===== src/hw/rtl/typed_page_frame_allocator_macros.svh =====
// assertion macros shared by the page frame allocator rtl
// depends on nothing; included inside module bodies after the package import
`ifndef TYPED_PAGE_FRAME_ALLOCATOR_MACROS_SVH
`define TYPED_PAGE_FRAME_ALLOCATOR_MACROS_SVH

// same-cycle implication, disabled while in reset
`define TPFA_ASSERT_IMP(label, clk, rst_n, ante, cons, msg) \
  label: assert property (@(posedge clk) disable iff (!rst_n) (ante) |-> (cons)) \
    else $error(msg);

// next-cycle implication, disabled while in reset
`define TPFA_ASSERT_NXT(label, clk, rst_n, ante, cons, msg) \
  label: assert property (@(posedge clk) disable iff (!rst_n) (ante) |=> (cons)) \
    else $error(msg);

`endif


===== src/hw/rtl/tpfa_pkg.sv =====
// shared types, codes and sizing constants of the page frame allocator
// depends on nothing
`default_nettype none

package tpfa_pkg;

  // pool sizing; a page of the type map holds PAGE_BYTES entries (power of two)
  localparam int MAX_PAGES    = 4096;
  localparam int PAGE_BYTES   = 4096;
  localparam int PAGE_W       = $clog2(MAX_PAGES);
  localparam int COUNT_W      = $clog2(MAX_PAGES + 1);
  localparam int PB_SHIFT     = $clog2(PAGE_BYTES);
  localparam int RESET_USABLE = MAX_PAGES - (MAX_PAGES + PAGE_BYTES - 1) / PAGE_BYTES;

  typedef logic [PAGE_W-1:0]  page_t;
  typedef logic [COUNT_W-1:0] count_t;

  typedef enum logic [2:0] {
    MODE_INIT = 3'd0,
    MODE_DATA = 3'd1,
    MODE_PDIR = 3'd2,
    MODE_PTAB = 3'd3,
    MODE_FREE = 3'd4
  } mode_t;

  typedef enum logic [1:0] {
    FREEPAGE = 2'd0,
    DATAPAGE = 2'd1,
    PDIRPAGE = 2'd2,
    PTABPAGE = 2'd3
  } page_type_t;

  typedef enum logic [1:0] {
    ST_OK     = 2'd0,
    ST_OOM    = 2'd1,
    ST_DOUBLE = 2'd2,
    ST_RANGE  = 2'd3
  } status_t;

  typedef enum logic [1:0] {
    PTR_HINT  = 2'd0,
    PTR_TOP   = 2'd1,
    PTR_INDEX = 2'd2
  } ptr_src_t;

  typedef enum logic [1:0] {
    HINT_KEEP    = 2'd0,
    HINT_PTR     = 2'd1,
    HINT_PTR_INC = 2'd2,
    HINT_MIN_PTR = 2'd3
  } hint_op_t;

  typedef enum logic [2:0] {
    S_RST_CLEAR  = 3'd0,
    S_IDLE       = 3'd1,
    S_INIT_CLEAR = 3'd2,
    S_SCAN_RD    = 3'd3,
    S_SCAN_CHK   = 3'd4,
    S_READ       = 3'd5,
    S_CHK        = 3'd6,
    S_DONE       = 3'd7
  } tpfa_state_t;

  typedef struct packed {
    logic       capture;
    logic       do_init;
    ptr_src_t   ptr_src;
    logic       clr_step;
    logic       rd_en;
    logic       wr_en;
    page_type_t wr_type;
    logic       ptr_inc;
    logic       set_status;
    status_t    status_val;
    logic       grant;
    logic       free_dec;
    logic       free_inc;
    logic       top_dec;
    hint_op_t   hint_op;
    logic       load_out;
  } tpfa_cmd_t;

  typedef struct packed {
    logic       idx_ok;
    logic       top_ok;
    logic       ptr_end;
    logic       clr_last;
    page_type_t rd_type;
    logic       out_busy;
  } tpfa_sts_t;

endpackage

`default_nettype wire


===== src/hw/rtl/tpfa_ctrl.sv =====
// controller state machine of the page frame allocator
// depends on tpfa_pkg and typed_page_frame_allocator_macros.svh
`default_nettype none

module tpfa_ctrl (
  input  wire logic                 clk,
  input  wire logic                 rst_n,
  input  wire logic                 in_valid,
  output logic                      in_ready,
  input  wire logic [2:0]           in_mode,
  input  wire tpfa_pkg::tpfa_sts_t  sts,
  output tpfa_pkg::tpfa_cmd_t       cmd
);
  import tpfa_pkg::*;
  `include "typed_page_frame_allocator_macros.svh"

  tpfa_state_t state_r, state_nxt;
  mode_t       mode_r, mode_nxt;
  logic        accept;

  assign in_ready = (state_r == S_IDLE);
  assign accept   = in_valid && in_ready;

  always_comb begin
    mode_nxt = accept ? mode_t'(in_mode) : mode_r;
  end

  // next state
  always_comb begin
    state_nxt = state_r;
    unique case (state_r)
      S_RST_CLEAR: begin
        if (sts.clr_last) state_nxt = S_IDLE;
      end
      S_INIT_CLEAR: begin
        if (sts.clr_last) state_nxt = S_DONE;
      end
      S_IDLE: begin
        if (accept) begin
          unique case (in_mode)
            MODE_INIT:            state_nxt = S_INIT_CLEAR;
            MODE_DATA, MODE_PDIR: state_nxt = S_SCAN_RD;
            MODE_PTAB:            state_nxt = sts.top_ok ? S_READ : S_DONE;
            MODE_FREE:            state_nxt = sts.idx_ok ? S_READ : S_DONE;
            default:              state_nxt = S_DONE;
          endcase
        end
      end
      S_SCAN_RD: begin
        state_nxt = sts.ptr_end ? S_DONE : S_SCAN_CHK;
      end
      S_SCAN_CHK: begin
        if (sts.rd_type == PTABPAGE || sts.rd_type == FREEPAGE) state_nxt = S_DONE;
        else state_nxt = S_SCAN_RD;
      end
      S_READ: begin
        state_nxt = S_CHK;
      end
      S_CHK: begin
        state_nxt = S_DONE;
      end
      S_DONE: begin
        if (!sts.out_busy) state_nxt = S_IDLE;
      end
      default: state_nxt = S_IDLE;
    endcase
  end

  // outputs
  always_comb begin
    cmd = '0;
    unique case (state_r)
      S_RST_CLEAR, S_INIT_CLEAR: begin
        cmd.clr_step = 1'b1;
      end
      S_IDLE: begin
        if (accept) begin
          cmd.capture    = 1'b1;
          cmd.set_status = 1'b1;
          cmd.status_val = ST_OK;
          unique case (in_mode)
            MODE_INIT: begin
              cmd.do_init = 1'b1;
            end
            MODE_DATA, MODE_PDIR: begin
              cmd.ptr_src    = PTR_HINT;
              cmd.status_val = ST_OOM;
            end
            MODE_PTAB: begin
              cmd.ptr_src = PTR_TOP;
              if (!sts.top_ok) cmd.status_val = ST_OOM;
            end
            MODE_FREE: begin
              cmd.ptr_src = PTR_INDEX;
              if (!sts.idx_ok) cmd.status_val = ST_RANGE;
            end
            default: ;
          endcase
        end
      end
      S_SCAN_RD: begin
        if (sts.ptr_end) cmd.hint_op = HINT_PTR;
        else cmd.rd_en = 1'b1;
      end
      S_SCAN_CHK: begin
        priority if (sts.rd_type == PTABPAGE) begin
          cmd.hint_op = HINT_PTR;
        end else if (sts.rd_type == FREEPAGE) begin
          cmd.wr_en      = 1'b1;
          cmd.wr_type    = (mode_r == MODE_DATA) ? DATAPAGE : PDIRPAGE;
          cmd.free_dec   = 1'b1;
          cmd.grant      = 1'b1;
          cmd.set_status = 1'b1;
          cmd.status_val = ST_OK;
          cmd.hint_op    = HINT_PTR_INC;
        end else begin
          cmd.ptr_inc = 1'b1;
        end
      end
      S_READ: begin
        cmd.rd_en = 1'b1;
      end
      S_CHK: begin
        if (mode_r == MODE_PTAB) begin
          if (sts.rd_type == FREEPAGE) begin
            cmd.wr_en    = 1'b1;
            cmd.wr_type  = PTABPAGE;
            cmd.grant    = 1'b1;
            cmd.top_dec  = 1'b1;
            cmd.free_dec = 1'b1;
            cmd.hint_op  = HINT_MIN_PTR;
          end else begin
            cmd.set_status = 1'b1;
            cmd.status_val = ST_OOM;
          end
        end else begin
          if (sts.rd_type == FREEPAGE) begin
            cmd.set_status = 1'b1;
            cmd.status_val = ST_DOUBLE;
          end else begin
            cmd.wr_en    = 1'b1;
            cmd.wr_type  = FREEPAGE;
            cmd.free_inc = 1'b1;
            cmd.hint_op  = HINT_MIN_PTR;
          end
        end
      end
      S_DONE: begin
        cmd.load_out = !sts.out_busy;
      end
      default: ;
    endcase
  end

  always_ff @(posedge clk) begin
    if (!rst_n) begin
      state_r <= S_RST_CLEAR;
      mode_r  <= MODE_INIT;
    end else begin
      state_r <= state_nxt;
      mode_r  <= mode_nxt;
    end
  end

  `TPFA_ASSERT_NXT(a_init_goes_to_clear, clk, rst_n, accept && in_mode == MODE_INIT, state_r == S_INIT_CLEAR, "init request did not start the map clear")
  `TPFA_ASSERT_IMP(a_scan_check_after_read, clk, rst_n, state_r == S_SCAN_CHK, $past(cmd.rd_en), "scan check without a read issued the cycle before")

endmodule

`default_nettype wire


===== config.mk =====
export PLATFORM = sky130hd
export DESIGN_NAME = tpfa_ctrl
export DESIGN_NICKNAME = d
export VERILOG_FILES = /design/src/hw/rtl/tpfa_pkg.sv /design/src/hw/rtl/tpfa_ctrl.sv
export VERILOG_INCLUDE_DIRS = /design/src /design/src/hw/rtl
export SDC_FILE = /design/constraint.sdc
export NUM_CORES = 1
export LEC_CHECK = 0
export ABC_AREA = 1
export BUFFER_PORTS_ARGS = -buffer_cell sky130_fd_sc_hd__clkbuf_2
export CAP_MARGIN = 0
export CORE_MARGIN = 2
export CORE_UTILIZATION = 44
export DETAILED_ROUTE_END_ITERATION = 10
export PLACE_DENSITY_LB_ADDON = 0.3
export SLEW_MARGIN = 20
export SYNTH_ARGS = -nofsm -noshare
export SYNTH_HDL_FRONTEND = slang
export SYNTH_SLANG_ARGS = --single-unit

===== constraint.sdc =====
create_clock -name clk -period 2.5 [get_ports clk]
set_clock_uncertainty 0.15 [all_clocks]
set_input_delay 0.75 -clock clk [delete_from_list [all_inputs] [get_ports clk]]
set_output_delay 0.75 -clock clk [all_outputs]
set_load 0.02 [all_outputs]

==> results of run 1 <==
## placed cells by master (no fill, tap or decap)
master	n
a21oi_1	6
buf_4	11
buf_6	3
buf_8	2
clkbuf_2	20
clkbuf_4	4
clkbuf_8	2
dfxtp_1	6
ha_1	1
ha_2	1
ha_4	4
inv_1	14
inv_2	7
inv_4	4
nand2_1	24
nand2_2	1
nand2_4	1
nand3_1	11
nand3_2	2
nand3b_1	1
nand4_1	1
nor2_1	12
nor2_2	5
nor2_4	2
nor3_1	1
nor3_2	1
o211ai_1	2
o21ai_0	6
o21ai_2	1
o31ai_4	1
## registers in the layout (all words and copies together), names as in the netlist
| signal | count |
|---|---|
| mode_r | 3 |
| state_r | 3 |
## final cells by class
type	count	area [µm²]
multi-input combinational	84	543
tap	16	20.0
sequential	6	120
fill	112	380
timing repair buffer	39	282
clock buffer	3	22.5
inverter	25	104
## cell families (layout without fill, tap and decap cells)
logic type / Yosys count / in the layout / share of synthesized area, %
buffers and inverters: 26 / 67 / 15.5
AND/OR/NAND/NOR: 62 / 62 / 41.8
flip-flops: 6 / 6 / 17.9
adder cells (fa/ha/maj): 6 / 6 / 11.2
AO/OA/AOI/OAI: 16 / 16 / 13.6
## layer usage
layer	GRT usage [%]	wire length [µm]	vias to the layer above
met3	3.83	130	5
met5	0	0	-
met4	12.1	36	0
met1	21.2	790	391
met2	38.2	1000	40
li1	-	-	452
## worst min-delay path, stage by stage (launching register included)
cell and delay [ns]:
dfxtp_1 0.30, inv_1 0.08, a21oi_1 0.06
## final timing paths
kind                                 from                 endpoint  slack, ns  cells past startpoint
setup / recovery                   sts[1]                   cmd[2]      -0.07                      9
hold / removal     mode_r[1]$_SDFFE_PN0N_   mode_r[1]$_SDFFE_PN0N_       0.34                      2
setup reg to reg  state_r[0]$_SDFFE_PN0P_  state_r[2]$_SDFFE_PN0P_       1.07                      7
hold reg to reg    mode_r[1]$_SDFFE_PN0N_   mode_r[1]$_SDFFE_PN0N_       0.34                      2
## power by group through the flow
| stage | sequential, mW | clock [mW] | combinational [mW] |
|---|---|---|---|
| after detailed placement | 0.175 | 0 | 0.463 |
| after CTS | 0.173 | 0.0894 | 0.489 |
| after global placement | 0.172 | 0 | 0.456 |
| after global routing | 0.180 | 0.0993 | 0.569 |
| final | 0.174 | 0.0890 | 0.521 |
| after floorplan | 0.167 | 0 | 0.346 |
## metrics by stage
stage                     setup slack [ns]  instances  setup TNS, ns
after floorplan                    -0.0267        116        -0.0580
after global placement              -0.128        169         -0.760
after detailed placement            -0.159        169         -0.878
after CTS                          -0.0900        172         -0.398
after global routing                -0.112        173         -0.483
final                              -0.0747        173         -0.220
## repair_timing
| action | 4_1_cts | 5_1_grt |
|---|---|---|
| resized for setup | 22 | 32 |
| endpoints found under the setup margin | 9 | 12 |
| setup buffers | 0 | 1 |
| pin swaps | 7 | 4 |
| gates cloned | 0 | 0 |
==> impl_metrics.ini, run 1 <==
[critical_path]
path_max_fanout = 4
arrival_ns = 1.67
cp_common_cell = inv_4
crit_type = in -> out
crit_buf_inv = 6
cp-end-kind = output pin
start_kind = input pin
cp.required_ns = 1.60
critPathTopFamily = buffers and inverters
path_cells = buf_8 > inv_4 > ha_4 > inv_4 > nor2_2 > inv_2 > buf_4 > nand2_1 > clkbuf_4
cp_slowest_cell = clkbuf_4
max_stage_delay_ns = 0.17

[clock_tree]
clk_pin_slew_ns = 0.04
ctsLongestPathBuffers = 2
cts_root_buf = clkbuf_4
cts_tree = done
htreeDepth = 1
insertion_delay_ns = 0.24
cts_inserted_buffers = 3
cts.sinks = 6
cts_hold_buf = 0

[timing]
fin_ws_ns = -0.0747
max_freq_mhz = 388
drv_slew = 0
tightestPinTransition_ns = 0.511
holdWs_ns = 0.339
relSlewSlack_pct = 65.7
min_period_ns = 2.57
fin_crit_sh_pct = 103
setup_viol = 8
rsz0062_at_grt = true
finalHoldViolations = 0

[die]
start_util_pct = 45.6
fp-row-count = 14
coreArea_um2 = 1470
dieArea_um2 = 1850
io-pin-count = 34
die_y_um = 43.0
fp.dieW_um = 43.0

[synth]
synth_cell_types = 20
ys.warnings.count = 0
yosysSeqAreaShare_pct = 17.9
avgSynthCellArea_um2 = 5.78
synth_seq_cells = 6
synth-async-reset-ratio_pct = 0
synth_top_area_cell = dfxtp_1
synth_area_um2 = 671
syn-num-nets = 135
synth_cells = 116
netlist.area_leader.share_pct = 17.9
synth_commonest_cells = nand2_1, inv_1, nor2_1
ys.flop_type = dfxtp_1
synth.area.top_cells = dfxtp_1, nand2_1, ha_1
synth_edf_count = 0
yosysMostFrequentCell = nand2_1

[layout]
finalNetCount = 178
stdcell_area_um2 = 1090
area_growth_pct = 62.7
num_antenna_cells = 0
fin_util_pct = 74.1
drive_gt1_share_pct = 45.9

[grt]
grt_pass1_wl_um = 2930
grt_pass1_vias = 760
grt_max_degree = 11
grt-ovfl-total = 0
track_usage_pct = 20.7
antenna_found_initial = 0

[placement]
io_buffers = 33
post-dp-hpwl_um = 1390
place_congestion = 0.899
place_area_um2 = 893

[route]
drt-total-wl_um = 1960
vias = 888
avgRoutedWirePerCell_um = 11.3
route.antenna.remaining_nets = 0
drtIter0Drc = 11
via_per_inst = 5.13
dr.pass1.iters = 4
drc_errors = 0

[power]
p_comb_share_pct = 66.5
pwr-share-clk_pct = 11.4
leakage_nw = 0.589
sw_frac_of_total_pct = 52.2
intPower_mw = 0.374
ir_drop_uv = 493
p_seq_share_pct = 22.2
p_switching_mw = 0.409
power.total_mw = 0.783
p_per_area_nw_per_um2 = 718

[min_path]
hold_class = reg -> reg

[run_status]
status = finished with violations
violations = negative setup slack

[run]
cap_violations = 0
Power figures use the tool's default switching activity.
==> inputs of run 2 (changes only) <==
GPL_TIMING_DRIVEN = 0   (was not set)
==> run 2 against run 1 <==
The flow still finishes with violations (negative setup slack). Total power hardly changed. Combinational power is 1% lower. Sequential power hardly changed. Sequential cell count stayed put. Clock power is 3.8% higher. Fmax is 0.84% higher. Utilization is 1.4 points lower. Sequential share of layout area is 0.22 points higher. Critical path depth is 2 lower. First-iteration DRC count is 55% lower. Non-clock buffer count is 2 lower. Critical path type unchanged.
==> impl_metrics.ini, run 2 (synthesis gave the netlist of run 1 again) <==
[critical_path]
start_kind = input pin
crit_type = in -> out
arrival_ns = 1.65
crit_start = sts[1]
cp.required_ns = 1.60
path_max_fanout = 3
worstReg2RegStart = state_r[0]$_SDFFE_PN0P_
cp-end-kind = output pin

[power]
sw_frac_of_total_pct = 52.5
power.total_mw = 0.783
p_switching_mw = 0.411
p_per_area_nw_per_um2 = 732
intPower_mw = 0.372
p_seq_share_pct = 22.5
leakage_nw = 0.595
p_comb_share_pct = 65.7
pwr-share-clk_pct = 11.8
ir_drop_uv = 607

[timing]
min_period_ns = 2.55
setup_viol = 3
fin_crit_sh_pct = 102
relSlewSlack_pct = 68.4
setup_tns_ns = -0.0888
drv_slew = 0
tightestPinTransition_ns = 0.471
rsz0062_at_grt = true
finalHoldViolations = 0
fin_ws_ns = -0.0533
max_freq_mhz = 392
holdWs_ns = 0.323

[grt]
grt-ovfl-total = 0
grt_max_degree = 11
grt_pass1_wl_um = 2910
grt_pass1_vias = 735
antenna_found_initial = 0
track_usage_pct = 21.0

[placement]
pre_cts_slack_ns = -0.192
post-dp-hpwl_um = 1390
placedCellCount = 165
place_area_um2 = 863
place_congestion = 0.849
io_buffers = 33

[route]
vias = 861
drc_errors = 0
via_per_inst = 5.04
drtIter0Drc = 5
dr.pass1.iters = 4
drt-total-wl_um = 1830
avgRoutedWirePerCell_um = 10.7
route.antenna.remaining_nets = 0

[clock_tree]
cts_root_buf = clkbuf_4
cts_hold_buf = 0
cts_tree = done
htreeDepth = 1
clk_pin_slew_ns = 0.04
insertion_delay_ns = 0.25
cts_inserted_buffers = 3
ctsLongestPathBuffers = 2
cts.sinks = 6

[die]
io-pin-count = 34
dieArea_um2 = 1850
coreArea_um2 = 1470
start_util_pct = 45.6
fp-row-count = 14
fp.dieW_um = 43.0
die_y_um = 43.0

[layout]
layout_commonest_cell = clkbuf_2
drive_gt1_share_pct = 46.5
finalNetCount = 176
top_regs = mode_r x3, state_r x3
fin_util_pct = 72.7
final_cell_mix = clkbuf_2, nand2_1, inv_1
stdcell_area_um2 = 1070
area_growth_pct = 59.5
num_antenna_cells = 0
stdcell_count = 171

[run]
cap_violations = 0

[min_path]
holdCritStartpoint = mode_r[0]$_SDFFE_PN0N_
hold_class = reg -> reg

[run_status]
status = finished with violations
violations = negative setup slack
run 2: final timing paths:
check             slack (ns)                       to  cells past startpoint
setup / recovery       -0.05                   cmd[1]                      7
hold reg to reg         0.32   mode_r[0]$_SDFFE_PN0N_                      2
hold / removal          0.32   mode_r[0]$_SDFFE_PN0N_                      2
setup reg to reg        1.11  state_r[0]$_SDFFE_PN0P_                      7
run 2: layer usage:
metal,wire length [µm],part of all wire (%),vias up,GRT usage (%)
met5,0,0,-,0
met4,35,1.9,0,11.5
li1,-,-,443,-
met1,748,41,377,23.7
met3,112,6.1,5,4.68
met2,931,51,36,36.1
run 2: power by group through the flow:
stage | sequential, mW | combinational (mW) | clock [mW]
after detailed placement | 0.176 | 0.458 | 0
after floorplan | 0.167 | 0.346 | 0
after global routing | 0.181 | 0.572 | 0.101
after CTS | 0.174 | 0.487 | 0.0917
final | 0.176 | 0.515 | 0.0924
after global placement | 0.173 | 0.449 | 0
run 2: what timing repair did:
action / 4_1_cts / 5_1_grt
endpoints found under the setup margin: 11 / 12
setup buffers: 2 / 1
gates resized for setup: 21 / 30
pin swaps: 5 / 5
run 2: cell type report:
type	instances	area, µm²
Multi-Input combinational cell	84	546
Fill cell	120	402
Timing Repair Buffer	36	250
Sequential cell	6	120
Inverter	25	104
Clock buffer	3	22.5
Tap cell	16	20.0
Buffer	1	7.51
run 2: worst max-delay path, stage by stage:
cell and delay (ns):
buf_8 0.08, inv_4 0.03, ha_4 0.17, ha_4 0.28, nand2_4 0.06, o211ai_1 0.11
buf_4 0.18
==> inputs of run 3 (changes only) <==
SKIP_LAST_GASP = 1   (was not set)
==> run 3 against run 2 <==
The flow still finishes with violations (negative setup slack). Die area is the same. Setup slack is essentially flat. Worst hold slack is the same. Utilization is the same. Final cell count is the same. Register-to-register slack is essentially flat. Global-route usage is the same. Total power is essentially flat. Fmax is essentially flat. Critical path depth is the same. Critical path type unchanged. Largest cell class unchanged. Largest power group unchanged.
==> impl_metrics.ini, run 3 (synthesis gave the netlist of run 1 again) <==
[timing]
holdWs_ns = 0.323
fin_ws_ns = -0.0531
setup_viol = 4
fin_crit_sh_pct = 102
finalHoldViolations = 0
relSlewSlack_pct = 68.4
max_freq_mhz = 392
rsz0062_at_grt = true
tightestPinTransition_ns = 0.470
min_period_ns = 2.55
drv_slew = 0

[critical_path]
cp.required_ns = 1.60
cp_slowest_cell = ha_4
cp_common_cell = ha_4
crit_type = in -> out
max_stage_delay_ns = 0.28
path_cells = buf_8 > inv_4 > ha_4 > ha_4 > nand2_4 > o211ai_1 > buf_4
r2r_cells = 7
path_max_fanout = 3
start_kind = input pin
crit_cells = 7
critPathTopFamily = adder cells
crit_buf_inv = 3
arrival_ns = 1.65
cp-end-kind = output pin

[layout]
fin_util_pct = 72.7
stdcell_count = 171
top_regs = mode_r x3, state_r x3
stdcell_area_um2 = 1070
layout_commonest_cell = clkbuf_2
final_cell_mix = clkbuf_2, nand2_1, inv_1
fillers = 120
area_growth_pct = 59.5
drive_gt1_share_pct = 46.5
num_antenna_cells = 0
finalNetCount = 176

[die]
io-pin-count = 34
coreArea_um2 = 1470
dieArea_um2 = 1850
fp-row-count = 14
die_y_um = 43.0
fp.dieW_um = 43.0
start_util_pct = 45.6

[route]
via_per_inst = 5.01
dr.pass1.iters = 4
met1_length_um = 749
dr.max_layer_used = met4
drc_errors = 0
route.met2.wl_um = 933
avgRoutedWirePerCell_um = 10.7
route.antenna.remaining_nets = 0
vias = 857
wl_met3_um = 112
drtIter0Drc = 5
drt-total-wl_um = 1830

[grt]
track_usage_pct = 21.0
antenna_found_initial = 0
grt-ovfl-total = 0
grt_max_degree = 11
grt_pass1_vias = 735
grt_pass1_wl_um = 2910

[power]
ir_drop_uv = 607
leakage_nw = 0.595
p_per_area_nw_per_um2 = 732
power.total_mw = 0.783

[min_path]
hold_class = reg -> reg
hold_depth = 2

[run_status]
violations = negative setup slack
status = finished with violations

[placement]
io_buffers = 33
place_area_um2 = 863
post-dp-hpwl_um = 1390
place_congestion = 0.849
placedCellCount = 165

[clock_tree]
ctsLongestPathBuffers = 2
cts_root_buf = clkbuf_4
insertion_delay_ns = 0.25
cts.sinks = 6
cts_inserted_buffers = 3
cts_tree = done
htreeDepth = 1
clk_pin_slew_ns = 0.04

[run]
cap_violations = 0
## run 3: cell types whose count changed in the layout (fill, tap and decap cells not counted)
cell,before,now
buf_4,8,7
clkbuf_4,3,4
## run 3: cell type report
cell class                 instances  area (µm²)  share of cell area [%]
inverter                          25         104                    9.71
multi-input combinational         84         546                    51.0
buffer                             1        7.51                   0.702
clock buffer                       3        22.5                    2.11
tap                               16        20.0                    1.87
timing repair buffer              36         250                    23.4
sequential                         6         120                    11.2
## run 3: layer usage
metal  global-route usage (%)  up-vias
li1                         -      443
met1                     23.7      375
met2                     36.1       36
met3                     4.68        3
met4                     11.5        0
met5                        0        -
## run 3: final timing paths
check	start	end	slack [ns]
worst min register to register	mode_r[0]$_SDFFE_PN0N_	mode_r[0]$_SDFFE_PN0N_	0.32
worst max register to register	state_r[0]$_SDFFE_PN0P_	state_r[0]$_SDFFE_PN0P_	1.12
worst max-delay path	sts[1]	cmd[1]	-0.05
worst min-delay path	mode_r[0]$_SDFFE_PN0N_	mode_r[0]$_SDFFE_PN0N_	0.32
## run 3: tightest hold or removal path: stages, from the launching register on
cell     delay (ns)
dfxtp_1        0.30
inv_2          0.07
a21oi_1        0.06
## run 3: repair_timing
item,4_1_cts,5_1_grt
endpoints found under the setup margin,11,12
hold buffers,0,0
pin swaps,5,4
resized for setup,21,29
setup buffers,2,1
## run 3: per-stage QoR
stage	setup TNS [ns]	setup slack [ns]
2_1_floorplan	-0.0580	-0.0267
3_3_place_gp	-0.900	-0.174
3_5_place_dp	-1.19	-0.192
4_1_cts	-0.373	-0.0952
5_1_grt	-0.327	-0.0950
6_report	-0.129	-0.0531
## run 3: where the power goes
part,switching [mW],total (mW),internal [mW]
logic,0.328,0.514,0.186
clock network,0.0380,0.0924,0.0545
registers,0.0458,0.176,0.130
total,0.411,0.783,0.371
